`src/rtl/core/nls_pkg.sv`:
```
package nls_pkg;

    localparam logic [7:0] SEP_RESET = 8'd95;

    localparam logic [1:0] KIND_INT     = 2'd0;
    localparam logic [1:0] KIND_FLOAT   = 2'd1;
    localparam logic [1:0] KIND_INVALID = 2'd2;

    typedef struct packed {
        logic dec;
        logic hex;
        logic bin;
        logic idc;
        logic ids;
        logic sep;
        logic zero;
        logic dot;
        logic x;
        logic b;
        logic e;
        logic sign;
        logic iu;
    } char_class_t;

    typedef struct packed {
        char_class_t cls;
        logic        start;
    } queue_entry_t;

    // end of text matches no class
    function automatic char_class_t classify(input logic [7:0] ch, input logic eot,
                                             input logic [7:0] sep);
        char_class_t c;
        logic        alpha;
        alpha  = ch inside {["a":"z"], ["A":"Z"]};
        c.dec  = ch inside {["0":"9"]};
        c.hex  = c.dec || (ch inside {["a":"f"], ["A":"F"]});
        c.bin  = ch inside {"0", "1"};
        c.idc  = alpha || c.dec || (ch == "_");
        c.ids  = alpha || (ch == "_");
        c.sep  = ch == sep;
        c.zero = ch == "0";
        c.dot  = ch == ".";
        c.x    = ch inside {"x", "X"};
        c.b    = ch inside {"b", "B"};
        c.e    = ch inside {"e", "E"};
        c.sign = ch inside {"+", "-"};
        c.iu   = ch inside {"i", "u"};
        if (eot)
        begin
            c = '0;
        end
        return c;
    endfunction

endpackage

```
`src/rtl/core/nls_in_if.sv`:
```
interface nls_in_if;
    logic       valid;
    logic       ready;
    logic [7:0] ch;
    logic       start_of_literal;
    logic       end_of_text;

    modport source (output valid, output ch, output start_of_literal, output end_of_text,
                    input ready);
    modport sink (input valid, input ch, input start_of_literal, input end_of_text,
                  output ready);
endinterface

```
`src/rtl/core/nls_out_if.sv`:
```
interface nls_out_if;
    logic       valid;
    logic       ready;
    logic [1:0] token_kind;
    logic [7:0] token_length;

    modport source (output valid, output token_kind, output token_length, input ready);
    modport sink (input valid, input token_kind, input token_length, output ready);
endinterface

```
`src/rtl/core/numeric_literal_scanner.sv`:
```
// the back end registers a token when it pops the character that ends it from the queue
// throughput: one character per cycle unless output stalls, set by the one-step back end
// a two-entry queue lets the front keep taking characters while a token waits
// reset: asynchronous, active low; scanner goes idle, separator returns to underscore
// no clearing pass after reset
module numeric_literal_scanner #(
    parameter int MAX_LENGTH = 255
) (
    input  logic       clk,
    input  logic       rst_n,
    input  logic       cfg_write,
    input  logic [7:0] cfg_data,
    nls_in_if.sink     chars,
    nls_out_if.source  tokens
);

    logic                  pop;
    logic                  q_valid;
    nls_pkg::queue_entry_t q_entry;

    nls_front u_front (
        .clk       (clk),
        .rst_n     (rst_n),
        .cfg_write (cfg_write),
        .cfg_data  (cfg_data),
        .chars     (chars),
        .pop       (pop),
        .q_valid   (q_valid),
        .q_entry   (q_entry)
    );

    nls_back #(
        .MAX_LENGTH (MAX_LENGTH)
    ) u_back (
        .clk     (clk),
        .rst_n   (rst_n),
        .q_valid (q_valid),
        .q_entry (q_entry),
        .pop     (pop),
        .tokens  (tokens)
    );

endmodule

```
`src/rtl/core/nls_front.sv`:
```
module nls_front (
    input  logic                  clk,
    input  logic                  rst_n,
    input  logic                  cfg_write,
    input  logic [7:0]            cfg_data,
    nls_in_if.sink                chars,
    input  logic                  pop,
    output logic                  q_valid,
    output nls_pkg::queue_entry_t q_entry
);

    localparam int QDEPTH = 2;
    localparam int QAW    = $clog2(QDEPTH);
    localparam int FW     = $clog2(QDEPTH + 1);

    logic [7:0]            sep_reg;
    nls_pkg::queue_entry_t entry_reg [QDEPTH];
    logic [QAW-1:0]        wr_ptr_reg;
    logic [QAW-1:0]        rd_ptr_reg;
    logic [FW-1:0]         fill_reg;
    logic [FW-1:0]         fill_next;
    logic                  push;
    nls_pkg::queue_entry_t new_entry;

    assign chars.ready = fill_reg != FW'(QDEPTH);
    assign push        = chars.valid && chars.ready;
    assign q_valid     = fill_reg != '0;
    assign q_entry     = entry_reg[rd_ptr_reg];

    always_comb
    begin
        new_entry.cls   = nls_pkg::classify(chars.ch, chars.end_of_text, sep_reg);
        new_entry.start = chars.start_of_literal;
    end

    always_comb
    begin
        fill_next = fill_reg;
        if (push && !pop)
        begin
            fill_next = fill_reg + FW'(1);
        end
        else if (pop && !push)
        begin
            fill_next = fill_reg - FW'(1);
        end
    end

    always_ff @(posedge clk or negedge rst_n)
    begin
        if (!rst_n)
        begin
            sep_reg    <= nls_pkg::SEP_RESET;
            wr_ptr_reg <= '0;
            rd_ptr_reg <= '0;
            fill_reg   <= '0;
        end
        else
        begin
            if (cfg_write)
            begin
                sep_reg <= cfg_data;
            end
            if (push)
            begin
                wr_ptr_reg <= (wr_ptr_reg == QAW'(QDEPTH - 1)) ? '0 : wr_ptr_reg + QAW'(1);
            end
            if (pop)
            begin
                rd_ptr_reg <= (rd_ptr_reg == QAW'(QDEPTH - 1)) ? '0 : rd_ptr_reg + QAW'(1);
            end
            fill_reg <= fill_next;
        end
    end

    always_ff @(posedge clk)
    begin
        if (push)
        begin
            entry_reg[wr_ptr_reg] <= new_entry;
        end
    end

endmodule

```
`src/rtl/core/nls_back.sv`:
```
module nls_back #(
    parameter int MAX_LENGTH = 255
) (
    input  logic                  clk,
    input  logic                  rst_n,
    input  logic                  q_valid,
    input  nls_pkg::queue_entry_t q_entry,
    output logic                  pop,
    nls_out_if.source             tokens
);

    localparam int CNT_W = $clog2(MAX_LENGTH + 1);
    localparam int EXT_W = (CNT_W > 8) ? CNT_W : 8;

    localparam logic [3:0] M_IDLE   = 4'd0;
    localparam logic [3:0] M_ZERO   = 4'd1;
    localparam logic [3:0] M_INT    = 4'd2;
    localparam logic [3:0] M_HEX    = 4'd3;
    localparam logic [3:0] M_BIN    = 4'd4;
    localparam logic [3:0] M_DOT    = 4'd5;
    localparam logic [3:0] M_FRAC   = 4'd6;
    localparam logic [3:0] M_EPEND  = 4'd7;
    localparam logic [3:0] M_EXP    = 4'd8;
    localparam logic [3:0] M_SUFFIX = 4'd9;
    localparam logic [3:0] M_THEX   = 4'd10;
    localparam logic [3:0] M_TBIN   = 4'd11;

    logic [3:0]       mode_reg,  mode_next;
    logic [CNT_W-1:0] count_reg, count_next;
    logic             err_reg,   err_next;
    logic             ldig_reg,  ldig_next;
    logic             lsep_reg,  lsep_next;
    logic             rhd_reg,   rhd_next;
    logic             flt_reg,   flt_next;
    logic             out_valid_reg;
    logic [1:0]       kind_reg,  kind_next;
    logic [7:0]       len_reg,   len_next;
    logic             ended;
    logic             emit;
    logic [EXT_W-1:0] cnt_ext;

    function automatic logic [CNT_W-1:0] sat_inc(input logic [CNT_W-1:0] c);
        return (c < CNT_W'(MAX_LENGTH)) ? c + CNT_W'(1) : c;
    endfunction

    assign pop                 = q_valid && (!out_valid_reg || tokens.ready);
    assign emit                = pop && ended;
    assign tokens.valid        = out_valid_reg;
    assign tokens.token_kind   = kind_reg;
    assign tokens.token_length = len_reg;

    always_comb
    begin
        nls_pkg::char_class_t c;
        logic [3:0]           m;
        logic [CNT_W-1:0]     cnt;
        logic                 err;
        logic                 ld;
        logic                 ls;
        logic                 rh;
        logic                 flt;
        logic                 dig;
        logic                 took;
        c     = q_entry.cls;
        m     = mode_reg;
        cnt   = count_reg;
        err   = err_reg;
        ld    = ldig_reg;
        ls    = lsep_reg;
        rh    = rhd_reg;
        flt   = flt_reg;
        ended = 1'b0;
        took  = 1'b0;
        dig   = 1'b0;
        if (q_entry.start)
        begin
            m   = M_INT;
            cnt = '0;
            err = 1'b0;
            flt = 1'b0;
            ld  = 1'b0;
            ls  = 1'b0;
            rh  = 1'b0;
            if (c.zero)
            begin
                m   = M_ZERO;
                cnt = CNT_W'(1);
            end
            else if (c.dot)
            begin
                m   = M_FRAC;
                cnt = CNT_W'(1);
                flt = 1'b1;
            end
        end
        if (!(q_entry.start && (c.zero || c.dot)))
        begin
            // zero not followed by a radix letter is a decimal digit
            if (m == M_ZERO && !(c.x || c.b))
            begin
                m  = M_INT;
                ld = 1'b1;
                rh = 1'b1;
            end
            if (m == M_HEX || m == M_THEX)
            begin
                dig = c.hex;
            end
            else if (m == M_BIN || m == M_TBIN)
            begin
                dig = c.bin;
            end
            else
            begin
                dig = c.dec;
            end
            // digit run bookkeeping
            if (m inside {M_INT, M_FRAC, M_EXP, M_HEX, M_BIN})
            begin
                if (dig)
                begin
                    ld   = 1'b1;
                    ls   = 1'b0;
                    rh   = 1'b1;
                    cnt  = sat_inc(cnt);
                    took = 1'b1;
                end
                else if (c.sep)
                begin
                    if (!ld)
                    begin
                        err = 1'b1;
                    end
                    ld   = 1'b0;
                    ls   = 1'b1;
                    cnt  = sat_inc(cnt);
                    took = 1'b1;
                end
                else if (ls || !rh)
                begin
                    err = 1'b1;
                end
            end
            case (m)
                M_IDLE:
                begin
                end
                M_ZERO:
                begin
                    cnt = sat_inc(cnt);
                    ld  = 1'b0;
                    ls  = 1'b0;
                    rh  = 1'b0;
                    m   = c.x ? M_HEX : M_BIN;
                end
                M_INT, M_FRAC:
                begin
                    if (!took)
                    begin
                        if (m == M_INT && c.dot)
                        begin
                            m = M_DOT;
                        end
                        else if (c.e)
                        begin
                            m = M_EPEND;
                        end
                        else if (c.ids)
                        begin
                            cnt = sat_inc(cnt);
                            m   = M_SUFFIX;
                        end
                        else
                        begin
                            ended = 1'b1;
                        end
                    end
                end
                M_DOT:
                begin
                    if (c.dec)
                    begin
                        cnt = sat_inc(sat_inc(cnt));
                        flt = 1'b1;
                        ld  = 1'b1;
                        ls  = 1'b0;
                        rh  = 1'b1;
                        m   = M_FRAC;
                    end
                    else if (c.dot || c.idc)
                    begin
                        ended = 1'b1;
                    end
                    else
                    begin
                        cnt   = sat_inc(cnt);
                        flt   = 1'b1;
                        ended = 1'b1;
                    end
                end
                M_EPEND:
                begin
                    if (c.dec || c.sign)
                    begin
                        cnt = sat_inc(sat_inc(cnt));
                        flt = 1'b1;
                        ld  = c.dec;
                        ls  = 1'b0;
                        rh  = c.dec;
                        m   = M_EXP;
                    end
                    else if (!c.sep && c.idc)
                    begin
                        cnt = sat_inc(sat_inc(cnt));
                        m   = M_SUFFIX;
                    end
                    else if (c.sep)
                    begin
                        cnt = sat_inc(sat_inc(cnt));
                        flt = 1'b1;
                        err = 1'b1;
                        ld  = 1'b0;
                        ls  = 1'b1;
                        rh  = 1'b0;
                        m   = M_EXP;
                    end
                    else
                    begin
                        cnt   = sat_inc(cnt);
                        flt   = 1'b1;
                        err   = 1'b1;
                        ended = 1'b1;
                    end
                end
                M_EXP:
                begin
                    if (!took)
                    begin
                        if (c.ids)
                        begin
                            cnt = sat_inc(cnt);
                            m   = M_SUFFIX;
                        end
                        else
                        begin
                            ended = 1'b1;
                        end
                    end
                end
                M_SUFFIX:
                begin
                    if (c.idc)
                    begin
                        cnt = sat_inc(cnt);
                    end
                    else
                    begin
                        ended = 1'b1;
                    end
                end
                M_HEX, M_BIN:
                begin
                    if (!took)
                    begin
                        if (c.iu)
                        begin
                            cnt = sat_inc(cnt);
                            m   = M_SUFFIX;
                        end
                        else if (c.idc)
                        begin
                            err = 1'b1;
                            cnt = sat_inc(cnt);
                            m   = (m == M_HEX) ? M_THEX : M_TBIN;
                        end
                        else
                        begin
                            ended = 1'b1;
                        end
                    end
                end
                M_THEX, M_TBIN:
                begin
                    if (c.sep || c.idc)
                    begin
                        if (!c.sep && !dig)
                        begin
                            err = 1'b1;
                        end
                        cnt = sat_inc(cnt);
                    end
                    else
                    begin
                        ended = 1'b1;
                    end
                end
                default:
                begin
                end
            endcase
        end
        cnt_ext   = EXT_W'(cnt);
        len_next  = (cnt_ext > EXT_W'(255)) ? 8'd255 : cnt_ext[7:0];
        kind_next = err ? nls_pkg::KIND_INVALID
                  : (flt ? nls_pkg::KIND_FLOAT : nls_pkg::KIND_INT);
        if (ended)
        begin
            m   = M_IDLE;
            cnt = '0;
            err = 1'b0;
            flt = 1'b0;
            ld  = 1'b0;
            ls  = 1'b0;
            rh  = 1'b0;
        end
        mode_next  = m;
        count_next = cnt;
        err_next   = err;
        ldig_next  = ld;
        lsep_next  = ls;
        rhd_next   = rh;
        flt_next   = flt;
    end

    always_ff @(posedge clk or negedge rst_n)
    begin
        if (!rst_n)
        begin
            mode_reg      <= M_IDLE;
            count_reg     <= '0;
            err_reg       <= 1'b0;
            ldig_reg      <= 1'b0;
            lsep_reg      <= 1'b0;
            rhd_reg       <= 1'b0;
            flt_reg       <= 1'b0;
            out_valid_reg <= 1'b0;
        end
        else
        begin
            if (pop)
            begin
                mode_reg  <= mode_next;
                count_reg <= count_next;
                err_reg   <= err_next;
                ldig_reg  <= ldig_next;
                lsep_reg  <= lsep_next;
                rhd_reg   <= rhd_next;
                flt_reg   <= flt_next;
            end
            if (emit)
            begin
                out_valid_reg <= 1'b1;
            end
            else if (tokens.ready)
            begin
                out_valid_reg <= 1'b0;
            end
        end
    end

    always_ff @(posedge clk)
    begin
        if (emit)
        begin
            kind_reg <= kind_next;
            len_reg  <= len_next;
        end
    end

`ifndef SYNTHESIS
    a_pop_room: assert property (@(posedge clk) disable iff (!rst_n)
        (out_valid_reg && !tokens.ready) |-> !pop)
        else $error("queue popped while result register blocked");
    a_emit_idle: assert property (@(posedge clk) disable iff (!rst_n)
        emit |=> (mode_reg == M_IDLE && count_reg == '0))
        else $error("scanner not cleared after token");
    a_idle_zero: assert property (@(posedge clk) disable iff (!rst_n)
        (mode_reg == M_IDLE) |-> (count_reg == '0 && !err_reg && !flt_reg))
        else $error("idle scanner holds literal state");
    a_count_max: assert property (@(posedge clk) disable iff (!rst_n)
        count_reg <= CNT_W'(MAX_LENGTH))
        else $error("length count above maximum");
`endif

endmodule

```
`src/flat_wrapper.sv`:
```
// flat-port wrapper written by rule: the top's interface ports become plain ports
module numeric_literal_scanner_flat 
#(
    parameter int MAX_LENGTH = 255
)
  (clk, rst_n, cfg_write, cfg_data, chars_valid, chars_ch, chars_start_of_literal, chars_end_of_text, chars_ready, tokens_valid, tokens_token_kind, tokens_token_length, tokens_ready);
  nls_in_if chars_i ();
  nls_out_if tokens_i ();
  input  logic clk;
  input  logic rst_n;
  input  logic cfg_write;
  input  logic [7:0] cfg_data;
  input wire logic [$bits(chars_i.valid)-1:0] chars_valid;
  input wire logic [$bits(chars_i.ch)-1:0] chars_ch;
  input wire logic [$bits(chars_i.start_of_literal)-1:0] chars_start_of_literal;
  input wire logic [$bits(chars_i.end_of_text)-1:0] chars_end_of_text;
  output wire logic [$bits(chars_i.ready)-1:0] chars_ready;
  output wire logic [$bits(tokens_i.valid)-1:0] tokens_valid;
  output wire logic [$bits(tokens_i.token_kind)-1:0] tokens_token_kind;
  output wire logic [$bits(tokens_i.token_length)-1:0] tokens_token_length;
  input wire logic [$bits(tokens_i.ready)-1:0] tokens_ready;
  assign chars_i.valid = chars_valid;
  assign chars_i.ch = chars_ch;
  assign chars_i.start_of_literal = chars_start_of_literal;
  assign chars_i.end_of_text = chars_end_of_text;
  assign chars_ready = chars_i.ready;
  assign tokens_valid = tokens_i.valid;
  assign tokens_token_kind = tokens_i.token_kind;
  assign tokens_token_length = tokens_i.token_length;
  assign tokens_i.ready = tokens_ready;
  numeric_literal_scanner #(.MAX_LENGTH(MAX_LENGTH)) u_core (.clk(clk), .rst_n(rst_n), .cfg_write(cfg_write), .cfg_data(cfg_data), .chars(chars_i), .tokens(tokens_i));
endmodule
```
`config.mk`:
```
export PLATFORM = sky130hd
export DESIGN_NAME = numeric_literal_scanner_flat
export DESIGN_NICKNAME = d
export VERILOG_FILES = /design/src/rtl/core/nls_pkg.sv /design/src/rtl/core/nls_in_if.sv /design/src/rtl/core/nls_out_if.sv /design/src/rtl/core/numeric_literal_scanner.sv /design/src/rtl/core/nls_front.sv /design/src/rtl/core/nls_back.sv /design/src/flat_wrapper.sv
export SDC_FILE = /design/constraint.sdc
export NUM_CORES = 1
export LEC_CHECK = 0
export ABC_AREA = 1
export BUFFER_PORTS_ARGS = -buffer_cell sky130_fd_sc_hd__buf_2
export CORE_MARGIN = 2
export CORE_UTILIZATION = 45
export CTS_CLUSTER_DIAMETER = 150
export DETAILED_ROUTE_END_ITERATION = 12
export SYNTH_ARGS = -nofsm -noshare
export SYNTH_HDL_FRONTEND = slang
export SYNTH_HIERARCHICAL = 1
export SYNTH_SLANG_ARGS = --single-unit
```
`constraint.sdc`:
```
create_clock -name clk -period 5.5 [get_ports clk]
set_input_delay 1.1 -clock clk [delete_from_list [all_inputs] [get_ports clk]]
set_output_delay 1.1 -clock clk [all_outputs]
set_load 0.005 [all_outputs]
```
Word level (Yosys, flattened, before mapping). Memories as Yosys holds them, arrays and structs flattened. Index checks and enable logic that the tools add are counted. Widths: inputs -> output; s select.

Equal/unequal tests: 28. Add/subtract/negate cells: 7. Mux-type cells: 143. Reductions and logical operators: 50. $lt $le $gt $ge: 12.

Operator list (number): $mux 8 (24); $mux 1 (88); $eq 8x7->1 const B (9); $mux 4 (17); $pmux 8 s8 (1); $eq 8x6->1 const B (5); $le 8x7->1 const B (4); $add 8x1->8 const B (3); $lt 8x8->1 const B (3); $pmux 4 s6 (1); $reduce_bool 2->1 (11); $eq 4x3->1 const B (4); $eq 4x4->1 const B (4); $ge 8x7->1 const B (2); $logic_and 1x1->1 (15); $logic_or 1x1->1 (13); $mux 13 (1); $pmux 1 s3 (4); $mux 3 (3); $eq 4x1->1 const B (2); $eq 4x2->1 const B (2); $eq 8x8->1 (1); $ge 8x6->1 const B (1); $gt 8x8->1 const B (1); other kinds (11) (21).

Memories: 1. Bits of input ports: 23. Register bits after elaboration: 40. RAM bits: 28.

Memory list: u_core.u_front.entry_reg (words 2, bits a word 14, rd ports 1, clocked after Yosys merged registers in 0, wr ports 1, RTL line nls_front.sv:17) `nls_pkg::queue_entry_t entry_reg [QDEPTH];`.

Longest topological paths before layout. An unclocked memory read counts as a cell.

Word-level depth: 26. Mapped depth: 40. Gate-level depth less buffers: 36.

Cells and area by module. Netlist, hierarchy kept.

By module, submodules not included: nls_back (times used 1, cells an instance 626, area each 3761.1 µm²); nls_front (times used 1, cells an instance 179, area each 1935.6 µm²).

Least setup slack after synthesis. Ideal clock, no wire load.

Path kind: flip-flop to flip-flop. From: register u_core.u_front.rd_ptr_reg. To: register u_core.u_back.len_reg[1], in the netlist u_core/u_back/tokens.token_length[1], data pin. Arrival time: 4.500 ns. Path buffers: 4. Path slack: 0.745 ns. Period minus slack after synthesis: 4.755 ns. Required time: 5.245 ns. Setup time: 0.255 ns. Stages on the path, launching flop included: 36. Path through: dfrtp_1 -> buf_2 -> buf_6 -> mux2_2 -> inv_2 -> buf_2 -> nand2_1 -> inv_1 -> ha_1 -> nand2_1 -> nor2_1 -> nand2_1 -> nand2_1 -> nand2_1 -> nand2_1 -> nand2_1 -> nand3_1 -> nand2_1 -> a21oi_2 -> ha_1 -> clkbuf_1 -> nand3_2 -> nor2_4 -> nand3_4 -> nand2_1 -> nand2_1 -> inv_2 -> ha_1 -> inv_1 -> nor2_2 -> nand2_2 -> nor2_4 -> nand3_1 -> nand3_1 -> nand3_1 -> and2_1.

RTL lines: start, declared (RTL line nls_front.sv:19) `logic [QAW-1:0] rd_ptr_reg;`; start signal, assigned (RTL line nls_front.sv:70) `rd_ptr_reg <= (rd_ptr_reg == QAW'(QDEPTH - 1)) ? '0 : rd_ptr_reg + QAW'(1);`; end signal, assigned (RTL line nls_back.sv:366) `len_reg <= len_next;`; end, declared (RTL line nls_back.sv:37) `logic [7:0] len_reg, len_next;`.

==> out/metrics.yaml <==
synth:
  synth_area_leader_cell: "sky130_fd_sc_hd__edfxtp_1"
  synth-async-reset-ratio: 0.4412
  synth.ff_latch_count: 68
  synthesized_cell_area_mm2: 0.005697
  yosysTopAreaCellShare: 0.2003
  synthesis.nets: 832
  synth_seq_area_share: 0.3334
  synthesis.area_per_instance_um2: 7.077
  synth_edf_count: 38
  post_synth_most_frequent_cells: "213 x sky130_fd_sc_hd__nand2_1, 107 x sky130_fd_sc_hd__inv_1, 85 x sky130_fd_sc_hd__nor2_1, 51 x sky130_fd_sc_hd__nand3_1, 38 x sky130_fd_sc_hd__edfxtp_1"
  unique_masters_post_synth: 51
  postSynthCellCount: 805
  yosysMostFrequentCell: "sky130_fd_sc_hd__nand2_1"
  synth_flop_type: "sky130_fd_sc_hd__edfxtp_1"
  netlist_top_cells_area: "sky130_fd_sc_hd__edfxtp_1 20%, sky130_fd_sc_hd__nand2_1 14%, sky130_fd_sc_hd__dfrtp_1 11%"
  synth-warning-count: 6
flow_run:
  number_of_max_cap_violations: 0
route:
  drt_first_iter_violations: 662
  number_of_nets_with_antenna_violations_after_detailed_routing: 0
  num_vias: 5671
  viasPerCell: 5.565
  drcViolationCount: 0
  finalWirelength_um: 18080
  drtPass1Iterations: 5
  detail_route.wl_per_cell_um: 17.74
floorplan:
  std_cell_rows: 41
  die_ar_mm2: 0.01358
  die_x_um: 116.5
  io-pin-count: 35
  core_region_area_mm2: 0.01247
  die_h_um: 116.5
  initial_utilization: 0.4570
clock_tree:
  clockBufferDepth: 2
  tritoncts_num_sinks: 68
  cts-htree-levels: 3
  clkLatencyLatePin_ns: 0.33
  cts-buffers-inserted: 9
  clk_pin_slew_worst_paths_ns: 0.06
  postCtsHoldBufs: 0
  cts_tree: "done"
  root_buffer: "sky130_fd_sc_hd__clkbuf_16"
grt:
  grtUsageMet2: 0.4081
  global_route.usage.total: 0.2867
  grt_pass1_vias: 5361
  fraction_of_met1_tracks_used_by_global_routing: 0.4422
  globalRoute.busiestLayer: "met1"
  grt_start_max_net_pins: 31
  grt_util_met3: 0.05968
  global_route_wire_length_before_repair_um: 29120
  number_of_antenna_violations_at_the_first_check_in_global_routing: 0
  overflow: 0
timing:
  fmax_ghz: 0.1983
  final.min_clock_period_ns: 5.042
  grt_setup_unrepaired: "false"
  worst_slack_ns: 0.4577
  fin_crit_sh: 0.9168
  worst_pin_slew_ns: 0.9432
  max-slew-margin-rel: 0.3689
  skew_ns: 0.008166
  setup_total_negative_slack_ns: 0
  final-hold-violation-count: 0
  finalSetupViolCount: 0
  timing_max_transition_violations_final: 0
setup_path:
  endpoint_kind: "flop"
  register_to_register_path_depth: 33
  critPathMaxStageDelay_ns: 0.38
  startpoint_type: "flop"
  crit_path_max_fanout: 14
  cp_common_cell: "sky130_fd_sc_hd__nand2_1"
  worstPathArrival_ns: 5.13
  slowest_stage: "sky130_fd_sc_hd__dfrtp_1"
  crit_path_category: "flop to flop"
  critical_path.top_delay_family: "simple AND/OR/NAND/NOR gates"
  crit_cells: 33
  worst-endpoint-required_ns: 5.59
  cp.buffers_inverters: 4
placed_design:
  post-dp-hpwl_um: 14620
  post_dp_cell_area_mm2: 0.006036
  finalWeightedCongestion: 0.9988
  dpl_worst_slack_ns: 0.3591
  io_buffers: 34
layout:
  stdcell_area_mm2: 0.006340
  layout_cells_sized_above_1: 0.1913
  largest_register_ffs: 28
  ant_diodes: 0
  fin_nets: 869
  final_core_util: 0.5086
  syn2layout_area_growth_pct: 11.29
hold_path:
  worstHoldPathType: "flop to flop"
  min_delay_path_depth: 1
run_status:
  status: "finished clean"
[per-stage QoR]
step | hold WS [ns] | cells
after detailed placement | 0.4711 | 1003
after floorplan | 0.4458 | 805
after global routing | 0.5102 | 1019
after CTS | 0.4832 | 1019
final | 0.4782 | 1019
after global placement | 0.4594 | 1003
[final timing paths]
path                                            startpoint                                    to  slack (ns)
worst max-delay path             u_core/u_front/rd_ptr_reg  u_core/u_back/tokens.token_length[1]        0.46
worst min-delay path            u_core/u_front/fill_reg[0]            u_core/u_front/fill_reg[0]        0.48
worst max register to register   u_core/u_front/rd_ptr_reg  u_core/u_back/tokens.token_length[1]        0.46
worst min register to register  u_core/u_front/fill_reg[0]            u_core/u_front/fill_reg[0]        0.48
max in group asynchronous                            rst_n            u_core/u_back/tokens.valid        4.25
min in group asynchronous                            rst_n            u_core/u_back/count_reg[7]        0.81
[worst reg2reg max path: cells and delay by family, from the launching register on]
family	cells	cell delay, ns
buffers and inverters	4	0.49
AND/OR/NAND/NOR	23	2.61
adder cells (fa/ha/maj)	3	0.68
AO/OA/AOI/OAI	2	0.33
multiplexers	1	0.32
flip-flops	1	0.38
[kinds of logic (layout without fill, tap and decap cells)]
family / count (synthesis) / in the layout / share of synthesized area
compound gates: 125 / 125 / 0.1346
fa+ha+maj: 4 / 4 / 0.008786
buf+inv: 136 / 178 / 0.09708
mux: 18 / 18 / 0.03558
simple gates: 443 / 443 / 0.3736
xor+xnor: 11 / 11 / 0.01691
flops: 68 / 68 / 0.3334
[area by class of cell]
class / count / area (um2)
clock inverters: 6 / 45.04
clock buffers: 10 / 250.2
well taps: 172 / 215.2
repair buffers: 41 / 222.7
flip-flops and latches: 68 / 1899
inverters: 121 / 456.7
multi-input cells: 601 / 3251
fillers: 1284 / 6126
[what timing repair did]
action | 4_1_cts | 5_1_grt
gates resized for setup | 0 | 4
buffers inserted | 0 | 0
endpoints found under the hold margin | 0 | 0
setup endpoints to repair | 0 | 16
[routing by layer]
layer  vias up  routed length (um)  part of all wire
met5         -                   0                 0
met4         0                 329             0.018
met3        36                1579             0.087
met2       261                7436              0.41
met1      2636                8734              0.48
li1       2738                   -                 -
[layout by cell type (no fill, tap or decap), drive strengths merged, types with 12 or more instances in the layout]
cell type | netlist | final
nand4 | 14 | 14
inv | 118 | 120
mux2 | 18 | 18
nand2 | 244 | 244
nor3 | 12 | 12
o21ai | 41 | 41
dfrtp | 24 | 24
buf | 9 | 41
nor2 | 101 | 101
a21oi | 36 | 36
nand3 | 62 | 62
edfxtp | 38 | 38
Power is not shown: default switching activity piles up to over one toggle a cycle in this logic, so the estimate is an artifact.
